$ cat config.mk
export PLATFORM = sky130hd
export DESIGN_NAME = id_allowlist_table_with_holdoff_flat
export DESIGN_NICKNAME = d
export VERILOG_FILES = /design/src/alm_pkg.sv /design/src/alm_if.sv /design/src/alm_gap.sv /design/src/alm_engine.sv /design/src/id_allowlist_table_with_holdoff.sv /design/src/flat_wrapper.sv
export SDC_FILE = /design/constraint.sdc
export NUM_CORES = 1
export LEC_CHECK = 0
export BUFFER_PORTS_ARGS = -buffer_cell sky130_fd_sc_hd__buf_4
export CAP_MARGIN = 20
export CORE_MARGIN = 1
export CORE_UTILIZATION = 50
export CTS_CLUSTER_DIAMETER = 30
export DETAILED_ROUTE_END_ITERATION = 10
export PLACE_DENSITY = 0.67
export SYNTH_ARGS = -nofsm -noshare
export SYNTH_HDL_FRONTEND = slang
export SYNTH_HIERARCHICAL = 1
export SYNTH_SLANG_ARGS = --single-unit
export TNS_END_PERCENT = 20
$ cat constraint.sdc
create_clock -name clk -period 7.7 [get_ports clk]
set_input_delay 0.77 -clock clk [delete_from_list [all_inputs] [get_ports clk]]
set_output_delay 0.77 -clock clk [all_outputs]
set_load 0.05 [all_outputs]
$ cat src/alm_pkg.sv
// Shared types and constants for the ID allow-list table.
package alm_pkg;

    localparam int ID_W      = 32;
    localparam int TS_W      = 63;
    localparam int REQ_W     = 2;
    localparam int STATUS_W  = 3;
    localparam int COUNT_W   = 6;
    localparam int CAP_W     = 6;
    localparam int HOLD_W    = 32;
    localparam int CFG_IDX_W = 8;
    localparam int CFG_W     = 32;

    localparam logic [CAP_W-1:0]  CAP_RESET  = 6'd30;
    localparam logic [HOLD_W-1:0] HOLD_RESET = 32'd4000000;

    // Register indexes on the configuration port
    localparam logic [CFG_IDX_W-1:0] CFG_CAPACITY = 8'd0;
    localparam logic [CFG_IDX_W-1:0] CFG_HOLD_OFF = 8'd1;

    // Request codes; any code with the high bit set is a check
    localparam logic [REQ_W-1:0] REQ_REMOVE    = 2'd0;
    localparam logic [REQ_W-1:0] REQ_ADD       = 2'd1;
    localparam int               REQ_CHECK_BIT = 1;

    typedef enum logic [STATUS_W-1:0] {
        ST_ADDED     = 3'd0,
        ST_ALREADY   = 3'd1,
        ST_FULL      = 3'd2,
        ST_REMOVED   = 3'd3,
        ST_NOT_FOUND = 3'd4,
        ST_PRESENT   = 3'd5,
        ST_ABSENT    = 3'd6
    } alm_status_t;

    typedef struct packed {
        logic [REQ_W-1:0] req_type;
        logic [ID_W-1:0]  id_value;
    } alm_cmd_t;

    typedef struct packed {
        logic        valid;
        alm_status_t status;
    } alm_res_t;

endpackage

$ cat src/alm_if.sv
// Request and response channel interfaces for the ID allow-list table.
interface alm_req_if;
    logic        valid;
    logic        ready;
    logic [1:0]  req_type;
    logic [31:0] id_value;
    logic [62:0] req_time;

    modport source (output valid, output req_type, output id_value, output req_time,
                    input ready);
    modport sink   (input valid, input req_type, input id_value, input req_time,
                    output ready);
endinterface

interface alm_rsp_if;
    logic        valid;
    logic        ready;
    logic [2:0]  status;
    logic        fire;
    logic [5:0]  entry_count;

    modport source (output valid, output status, output fire, output entry_count,
                    input ready);
    modport sink   (input valid, input status, input fire, input entry_count,
                    output ready);
endinterface

$ cat src/alm_gap.sv
// Time gap unit: registered timestamp difference and hold-off compare.
module alm_gap (
    input  logic                     clk,
    input  logic                     load,
    input  logic [alm_pkg::TS_W-1:0] ts,
    input  logic [alm_pkg::TS_W-1:0] last_ts,
    input  logic [alm_pkg::HOLD_W-1:0] hold,
    output logic [alm_pkg::TS_W-1:0] ts_held,
    output logic                     over
);
    import alm_pkg::*;

    logic [TS_W:0]   diff;
    logic            neg_reg;
    logic [TS_W-1:0] gap_reg;
    logic [TS_W-1:0] ts_reg;

    assign diff = {1'b0, ts} - {1'b0, last_ts};

    always_ff @(posedge clk)
    begin
        if (load)
        begin
            neg_reg <= diff[TS_W];
            gap_reg <= diff[TS_W-1:0];
            ts_reg  <= ts;
        end
    end

    // a negative gap never fires
    assign over    = !neg_reg && (gap_reg > {{(TS_W-HOLD_W){1'b0}}, hold});
    assign ts_held = ts_reg;

endmodule

$ cat src/alm_engine.sv
// Table store and sequencer: linear search, append and compaction over one read port.
module alm_engine #(
    parameter  int DEPTH = 32,
    localparam int CW    = $clog2(DEPTH + 1)
) (
    input  logic              clk,
    input  logic              rst_n,
    input  logic              start,
    input  alm_pkg::alm_cmd_t cmd,
    input  logic [CW-1:0]     cap,
    input  logic              res_take,
    output logic              idle,
    output alm_pkg::alm_res_t res,
    output logic [CW-1:0]     count
);
    import alm_pkg::*;

    localparam int AW = $clog2(DEPTH);

    typedef enum logic [1:0] {S_IDLE, S_SEARCH, S_SHIFT, S_DONE} state_t;

    logic [ID_W-1:0] mem [DEPTH];

    state_t          state_reg, state_next;
    alm_cmd_t        cmd_reg, cmd_next;
    alm_status_t     status_reg, status_next;
    logic [CW-1:0]   count_reg, count_next;
    logic [CW-1:0]   scan_reg, scan_next;
    logic [CW-1:0]   didx_reg, didx_next;
    logic            dv_reg, dv_next;
    logic [ID_W-1:0] rd_data_reg;

    logic            wr_en;
    logic [AW-1:0]   wr_addr;
    logic [ID_W-1:0] wr_data;
    logic            hit;
    logic            last_data;
    logic [CW-1:0]   didx_inc;
    logic [CW-1:0]   didx_dec;

    assign hit       = dv_reg && (rd_data_reg == cmd_reg.id_value);
    assign last_data = dv_reg && (didx_reg == count_reg - 1'b1);
    assign didx_inc  = didx_reg + 1'b1;
    assign didx_dec  = didx_reg - 1'b1;

    always_comb
    begin
        state_next  = state_reg;
        cmd_next    = cmd_reg;
        status_next = status_reg;
        count_next  = count_reg;
        scan_next   = scan_reg;
        didx_next   = scan_reg;
        dv_next     = 1'b0;
        wr_en       = 1'b0;
        wr_addr     = count_reg[AW-1:0];
        wr_data     = cmd_reg.id_value;

        unique case (state_reg)
            S_IDLE:
            begin
                if (start)
                begin
                    cmd_next   = cmd;
                    scan_next  = '0;
                    state_next = S_SEARCH;
                end
            end

            S_SEARCH:
            begin
                // issue the next read while comparing the previous one
                if (scan_reg < count_reg)
                begin
                    dv_next   = 1'b1;
                    scan_next = scan_reg + 1'b1;
                end
                if (hit || last_data || (!dv_reg && (scan_reg >= count_reg)))
                begin
                    dv_next    = 1'b0;
                    state_next = S_DONE;
                    if (cmd_reg.req_type[REQ_CHECK_BIT])
                    begin
                        status_next = hit ? ST_PRESENT : ST_ABSENT;
                    end
                    else if (cmd_reg.req_type == REQ_ADD)
                    begin
                        if (hit)
                        begin
                            status_next = ST_ALREADY;
                        end
                        else if (count_reg < cap)
                        begin
                            wr_en       = 1'b1;
                            count_next  = count_reg + 1'b1;
                            status_next = ST_ADDED;
                        end
                        else
                        begin
                            status_next = ST_FULL;
                        end
                    end
                    else if (!hit)
                    begin
                        status_next = ST_NOT_FOUND;
                    end
                    else
                    begin
                        status_next = ST_REMOVED;
                        if (didx_inc < count_reg)
                        begin
                            scan_next  = didx_inc;
                            state_next = S_SHIFT;
                        end
                        else
                        begin
                            count_next = count_reg - 1'b1;
                        end
                    end
                end
            end

            S_SHIFT:
            begin
                // move each later entry down by one place
                if (scan_reg < count_reg)
                begin
                    dv_next   = 1'b1;
                    scan_next = scan_reg + 1'b1;
                end
                if (dv_reg)
                begin
                    wr_en   = 1'b1;
                    wr_addr = didx_dec[AW-1:0];
                    wr_data = rd_data_reg;
                end
                if (last_data)
                begin
                    dv_next    = 1'b0;
                    count_next = count_reg - 1'b1;
                    state_next = S_DONE;
                end
            end

            S_DONE:
            begin
                if (res_take)
                begin
                    state_next = S_IDLE;
                end
            end

            default:
            begin
                state_next = S_IDLE;
            end
        endcase
    end

    always_ff @(posedge clk or negedge rst_n)
    begin
        if (!rst_n)
        begin
            state_reg  <= S_IDLE;
            count_reg  <= '0;
            dv_reg     <= 1'b0;
            scan_reg   <= '0;
            didx_reg   <= '0;
        end
        else
        begin
            state_reg  <= state_next;
            count_reg  <= count_next;
            dv_reg     <= dv_next;
            scan_reg   <= scan_next;
            didx_reg   <= didx_next;
        end
    end

    always_ff @(posedge clk)
    begin
        cmd_reg    <= cmd_next;
        status_reg <= status_next;
    end

    always_ff @(posedge clk)
    begin
        if (wr_en)
        begin
            mem[wr_addr] <= wr_data;
        end
        rd_data_reg <= mem[scan_reg[AW-1:0]];
    end

    assign idle       = (state_reg == S_IDLE);
    assign res.valid  = (state_reg == S_DONE);
    assign res.status = status_reg;
    assign count      = count_reg;

endmodule

$ cat src/id_allowlist_table_with_holdoff.sv
// Top level of the ID allow-list table with check hold-off.
//
//  channel | dir | handshake     | payload
//  --------+-----+---------------+---------------------------------------
//  req     | in  | valid / ready | req_type[1:0], id_value[31:0],
//          |     |               | req_time[62:0]
//  rsp     | out | valid / ready | status[2:0], fire, entry_count[5:0]
//  cfg     | in  | cfg_we        | cfg_index[7:0], cfg_data[31:0]
//
// The next request is not accepted until this one is through, as set by the single
// registered table read port: the linear search reads the entries up to the match
// (match position plus one, or the count), and a remove then compacts the entries
// that follow the match. Reset clears the count and last check time and restores
// register defaults; table contents are left as they are. A waiting result sits in
// the response register; the sequencer holds its own while rsp stalls.
module id_allowlist_table_with_holdoff #(
    parameter int TABLE_DEPTH = 32
) (
    input  logic                          clk,
    input  logic                          rst_n,
    alm_req_if.sink                       req,
    alm_rsp_if.source                     rsp,
    input  logic                          cfg_we,
    input  logic [alm_pkg::CFG_IDX_W-1:0] cfg_index,
    input  logic [alm_pkg::CFG_W-1:0]     cfg_data
);
    import alm_pkg::*;

    localparam int CW = $clog2(TABLE_DEPTH + 1);

    logic [CAP_W-1:0]    capacity_reg;
    logic [HOLD_W-1:0]   hold_off_reg;
    logic [TS_W-1:0]     last_time_reg;

    logic                out_valid_reg;
    alm_status_t         out_status_reg;
    logic                out_fire_reg;
    logic [COUNT_W-1:0]  out_count_reg;

    logic                eng_idle;
    logic                start;
    logic                take;
    alm_cmd_t            cmd;
    alm_res_t            res;
    logic [CW-1:0]       count;
    logic [CW-1:0]       cap;
    logic [TS_W-1:0]     ts_held;
    logic                gap_over;

    // Accept a new request whenever the sequencer is free
    assign req.ready    = eng_idle;
    assign start        = req.valid && eng_idle;
    assign cmd.req_type = req.req_type;
    assign cmd.id_value = req.id_value;

    // Clamp capacity to the table depth
    always_comb
    begin
        if (32'(capacity_reg) > 32'(TABLE_DEPTH))
        begin
            cap = CW'(TABLE_DEPTH);
        end
        else
        begin
            cap = CW'(capacity_reg);
        end
    end

    // Register writes; drop writes to unknown indexes
    always_ff @(posedge clk or negedge rst_n)
    begin
        if (!rst_n)
        begin
            capacity_reg <= CAP_RESET;
            hold_off_reg <= HOLD_RESET;
        end
        else if (cfg_we)
        begin
            if (cfg_index == CFG_CAPACITY)
            begin
                capacity_reg <= cfg_data[CAP_W-1:0];
            end
            else if (cfg_index == CFG_HOLD_OFF)
            begin
                hold_off_reg <= cfg_data[HOLD_W-1:0];
            end
        end
    end

    alm_engine #(
        .DEPTH (TABLE_DEPTH)
    ) u_engine (
        .clk      (clk),
        .rst_n    (rst_n),
        .start    (start),
        .cmd      (cmd),
        .cap      (cap),
        .res_take (take),
        .idle     (eng_idle),
        .res      (res),
        .count    (count)
    );

    // Gap against the last present check, taken at the transfer
    alm_gap u_gap (
        .clk     (clk),
        .load    (start),
        .ts      (req.req_time),
        .last_ts (last_time_reg),
        .hold    (hold_off_reg),
        .ts_held (ts_held),
        .over    (gap_over)
    );

    // Move a finished result into the response register when it is free
    assign take = res.valid && (!out_valid_reg || rsp.ready);

    always_ff @(posedge clk or negedge rst_n)
    begin
        if (!rst_n)
        begin
            out_valid_reg <= 1'b0;
            last_time_reg <= '0;
        end
        else
        begin
            if (take)
            begin
                out_valid_reg <= 1'b1;
                if (res.status == ST_PRESENT)
                begin
                    last_time_reg <= ts_held;
                end
            end
            else if (rsp.ready)
            begin
                out_valid_reg <= 1'b0;
            end
        end
    end

    always_ff @(posedge clk)
    begin
        if (take)
        begin
            out_status_reg <= res.status;
            out_fire_reg   <= (res.status == ST_PRESENT) && gap_over;
            out_count_reg  <= COUNT_W'(count);
        end
    end

    assign rsp.valid       = out_valid_reg;
    assign rsp.status      = out_status_reg;
    assign rsp.fire        = out_fire_reg;
    assign rsp.entry_count = out_count_reg;

endmodule
$ cat src/flat_wrapper.sv
// flat-port wrapper written by rule: the top's interface ports become plain ports
module id_allowlist_table_with_holdoff_flat import alm_pkg::*;
#(
    parameter int TABLE_DEPTH = 32
)
  (clk, rst_n, cfg_we, cfg_index, cfg_data, req_valid, req_req_type, req_id_value, req_req_time, req_ready, rsp_valid, rsp_status, rsp_fire, rsp_entry_count, rsp_ready);
  alm_req_if req_i ();
  alm_rsp_if rsp_i ();
  input  logic clk;
  input  logic rst_n;
  input  logic cfg_we;
  input  logic [alm_pkg::CFG_IDX_W-1:0] cfg_index;
  input  logic [alm_pkg::CFG_W-1:0] cfg_data;
  input wire logic [$bits(req_i.valid)-1:0] req_valid;
  input wire logic [$bits(req_i.req_type)-1:0] req_req_type;
  input wire logic [$bits(req_i.id_value)-1:0] req_id_value;
  input wire logic [$bits(req_i.req_time)-1:0] req_req_time;
  output wire logic [$bits(req_i.ready)-1:0] req_ready;
  output wire logic [$bits(rsp_i.valid)-1:0] rsp_valid;
  output wire logic [$bits(rsp_i.status)-1:0] rsp_status;
  output wire logic [$bits(rsp_i.fire)-1:0] rsp_fire;
  output wire logic [$bits(rsp_i.entry_count)-1:0] rsp_entry_count;
  input wire logic [$bits(rsp_i.ready)-1:0] rsp_ready;
  assign req_i.valid = req_valid;
  assign req_i.req_type = req_req_type;
  assign req_i.id_value = req_id_value;
  assign req_i.req_time = req_req_time;
  assign req_ready = req_i.ready;
  assign rsp_valid = rsp_i.valid;
  assign rsp_status = rsp_i.status;
  assign rsp_fire = rsp_i.fire;
  assign rsp_entry_count = rsp_i.entry_count;
  assign rsp_i.ready = rsp_ready;
  id_allowlist_table_with_holdoff #(.TABLE_DEPTH(TABLE_DEPTH)) u_core (.clk(clk), .rst_n(rst_n), .req(req_i), .rsp(rsp_i), .cfg_we(cfg_we), .cfg_index(cfg_index), .cfg_data(cfg_data));
endmodule
==> out/metrics.json <==
{
  "min_tclk_post_route_ps": 4236,
  "layout-drive-gt1-share": 0.3349,
  "numCtsBuffers": 275,
  "worstSkewPairLatency_ps": 870,
  "floorplan_row_count": 123,
  "post_syn_nets": 3291,
  "cts_num_sinks": 1353,
  "power.static_leakage_nw": 23.60,
  "dp.final_hpwl_um": 76790,
  "run_status": "finished, final reports clean",
  "tightestPinTransition_ps": 1132,
  "io_pins": 154,
  "track_usage": 0.2423,
  "place.port_buffers": 153,
  "timing_hold_violations_final": 0,
  "clk_pin_slew_worst_paths_ps": 50,
  "yosys_warnings": 6,
  "synth.largest_area_cell": "edfxtp_1",
  "floorplan.core_area_sq_um": 112500,
  "clock-root-buffer": "clkbuf_16",
  "cts_setup_buffers": 0,
  "power.density_nw_per_um2": 378.1,
  "final_net_count": 3651,
  "critPathRequiredTime_ps": 8140,
  "syn-cell-area_sq_um": 56710,
  "cts_max_path_buffers": 4,
  "max_frequency_mhz": 236.1,
  "htree_levels": 5,
  "timing_worst_setup_path_type": "register to register",
  "yosys_register_bits": 1353,
  "post_drt_via_cell_ratio": 6.062,
  "via_count": 30820,
  "first_global_vias": 31690,
  "synth_cell_type_count": 95,
  "cts_resized": 0,
  "post_dp_cell_area_sq_um": 59810,
  "fp.dieArea_sq_um": 114800,
  "worst_setup_path_end_kind": "register",
  "rsz0062_at_grt": "false",
  "synth_cells": 3026,
  "detailedRoute.firstIterationViolations": 3680,
  "synth-main-ff-cell": "edfxtp_1",
  "die_w_um": 338.8,
  "worst_setup_path_start_kind": "register",
  "final-setup-viol-count": 0,
  "synth_most_common_cell": "edfxtp_1",
  "drt_pre_antenna_iters": 5,
  "fin_skew_ps": 90.23,
  "ys_seq_area_frac": 0.7002,
  "number_of_antenna_violations_at_the_first_check_in_global_routing": 3,
  "worst-endpoint-arrival_ps": 4670,
  "cells_taking_the_most_area_after_synthesis": "edfxtp_1 (63%), mux4_2 (13%), dfrtp_1 (4.9%), ha_1 (2.7%), mux2_2 (2.6%)",
  "routed_wl_um": 137600,
  "max-cap-violations": 0,
  "synth-edff-count": 1198,
  "grt_overflow_total": 0,
  "post-route-drc-count": 0,
  "critical_path.max_fanout": 32,
  "slew_headroom": 0.2451,
  "avgRoutedWirePerCell_um": 27.06,
  "top_register": "u_core/u_engine/mem",
  "finalWeightedCongestion": 0.9128,
  "final_antenna_violating_net_count": 0,
  "fin_crit_sh": 0.5501,
  "grt_start_max_net_pins": 169,
  "synth_top_cells_by_count": "edfxtp_1 (1198), mux4_2 (320), inv_1 (136), mux2_2 (131), ha_1 (122)",
  "initial_utilization": 0.5041,
  "fin_setup_tns_ps": 0,
  "postCtsHoldBufs": 0,
  "final_hold_slack_ps": 76.92,
  "synth-async-reset-ratio": 0.09091,
  "grt_pass1_wl_um": 204900,
  "max_reg_flops": 1024,
  "area_growth_syn_to_layout_pct": 21.15,
  "tritoncts_clock_tree": "built",
  "die_y_um": 338.8,
  "ir_drop_uv": 253.2,
  "postLayoutCellArea_sq_um": 68700,
  "hold_path.class": "primary input to asynchronous set/reset pin",
  "postSynthAreaPerCell_sq_um": 18.74,
  "synth_top_cell_area_share": 0.6344,
  "report.final.slew_viol_count": 0
}
-- routing by layer --
layer / up-vias / wire, um / share of wire / GRT usage
met5: - / 0 / 0 / 0
met4: 0 / 3291 / 0.024 / 0.07758
met3: 247 / 12700 / 0.092 / 0.05400
met2: 1519 / 63160 / 0.46 / 0.3628
met1: 16070 / 58430 / 0.42 / 0.3555
li1: 12990 / - / - / -
-- cell type report --
class | count | area (sq um)
well taps | 1500 | 1877
clock buffers | 323 | 7236
repair buffers | 215 | 1652
inverters | 136 | 510.5
flip-flops and latches | 1353 | 39720
diodes | 1 | 2.502
multi-input cells | 1405 | 16070
clock inverters | 151 | 1633
fillers | 7804 | 43800
-- critical path: stages, from the launching register on --
cell and delay, ps:
dfrtp_1 640, inv_1 230, ha_1 310, nor2b_1 140, or3_1 360, a31oi_1 270, a2bb2oi_1 190, o31a_1 330
buf_4 240, nand3b_1 290, nor3_2 170, buf_4 680
-- layout by cell type (no fill, tap or decap), drive strengths merged, types with 64 or more instances in the layout --
master / n
edfxtp: 1198
clkbuf: 323
mux4: 320
buf: 215
mux2: 166
inv: 156
ha: 122
dfrtp: 112
a21oi: 92
clkinv: 83
xnor2: 68
nand2: 66
o21ai: 64
-- per-stage QoR --
| stage | std cells | utilization | worst slack (ps) | power (mW) |
|---|---|---|---|---|
| after floorplan | 3026 | - | 1477 | 13.28 |
| after global placement | 4608 | 0.5316 | 3579 | 14.62 |
| after detailed placement | 4608 | 0.5316 | 3505 | 14.75 |
| after CTS | 5082 | 0.6105 | 3507 | 26.11 |
| after global routing | 5083 | 0.6107 | 3252 | 26.98 |
| final | 5084 | 0.6107 | 3464 | 25.97 |
-- worst paths after layout --
path | slack (ps) | cells after the start | to | start
hold reg to reg | 460 | 1 | u_core/last_time_reg[4]$_DFFE_PN0P_ | u_core/u_gap/ts_held[4]$_DFFE_PP_
hold / removal | 80 | 1 | u_core/u_engine/count[2]$_DFFE_PN0P_ | rst_n
setup reg to reg | 3460 | 11 | u_core/u_engine/mem[10][0]$_DFFE_PP_ | u_core/u_engine/count[0]$_DFFE_PN0P_
max in group asynchronous | 6230 | 2 | u_core/last_time_reg[51]$_DFFE_PN0P_ | rst_n
setup / recovery | 3460 | 11 | u_core/u_engine/mem[10][0]$_DFFE_PP_ | u_core/u_engine/count[0]$_DFFE_PN0P_
min in group clk | 100 | 1 | u_core/u_gap/ts_held[54]$_DFFE_PP_ | req_req_time[54]
-- cells by family after synthesis --
family	after synthesis	synth area share
AO/OA/AOI/OAI	313	0.03703
buffers and inverters	268	0.01940
flip-flops	1353	0.7002
multiplexers	491	0.1631
adder cells (fa/ha/maj)	123	0.02727
XOR/XNOR	106	0.01637
AND/OR/NAND/NOR	372	0.03665
-- report_power, final --
part	switching, mW	internal [mW]	leakage, nW	total [mW]
sequential	0.393	8.80	12.6	9.20
clock	3.72	7.56	4.30	11.3
combinational	3.08	2.41	6.70	5.50
total	7.19	18.8	23.6	26.0
(Power assumes the default switching activity.)
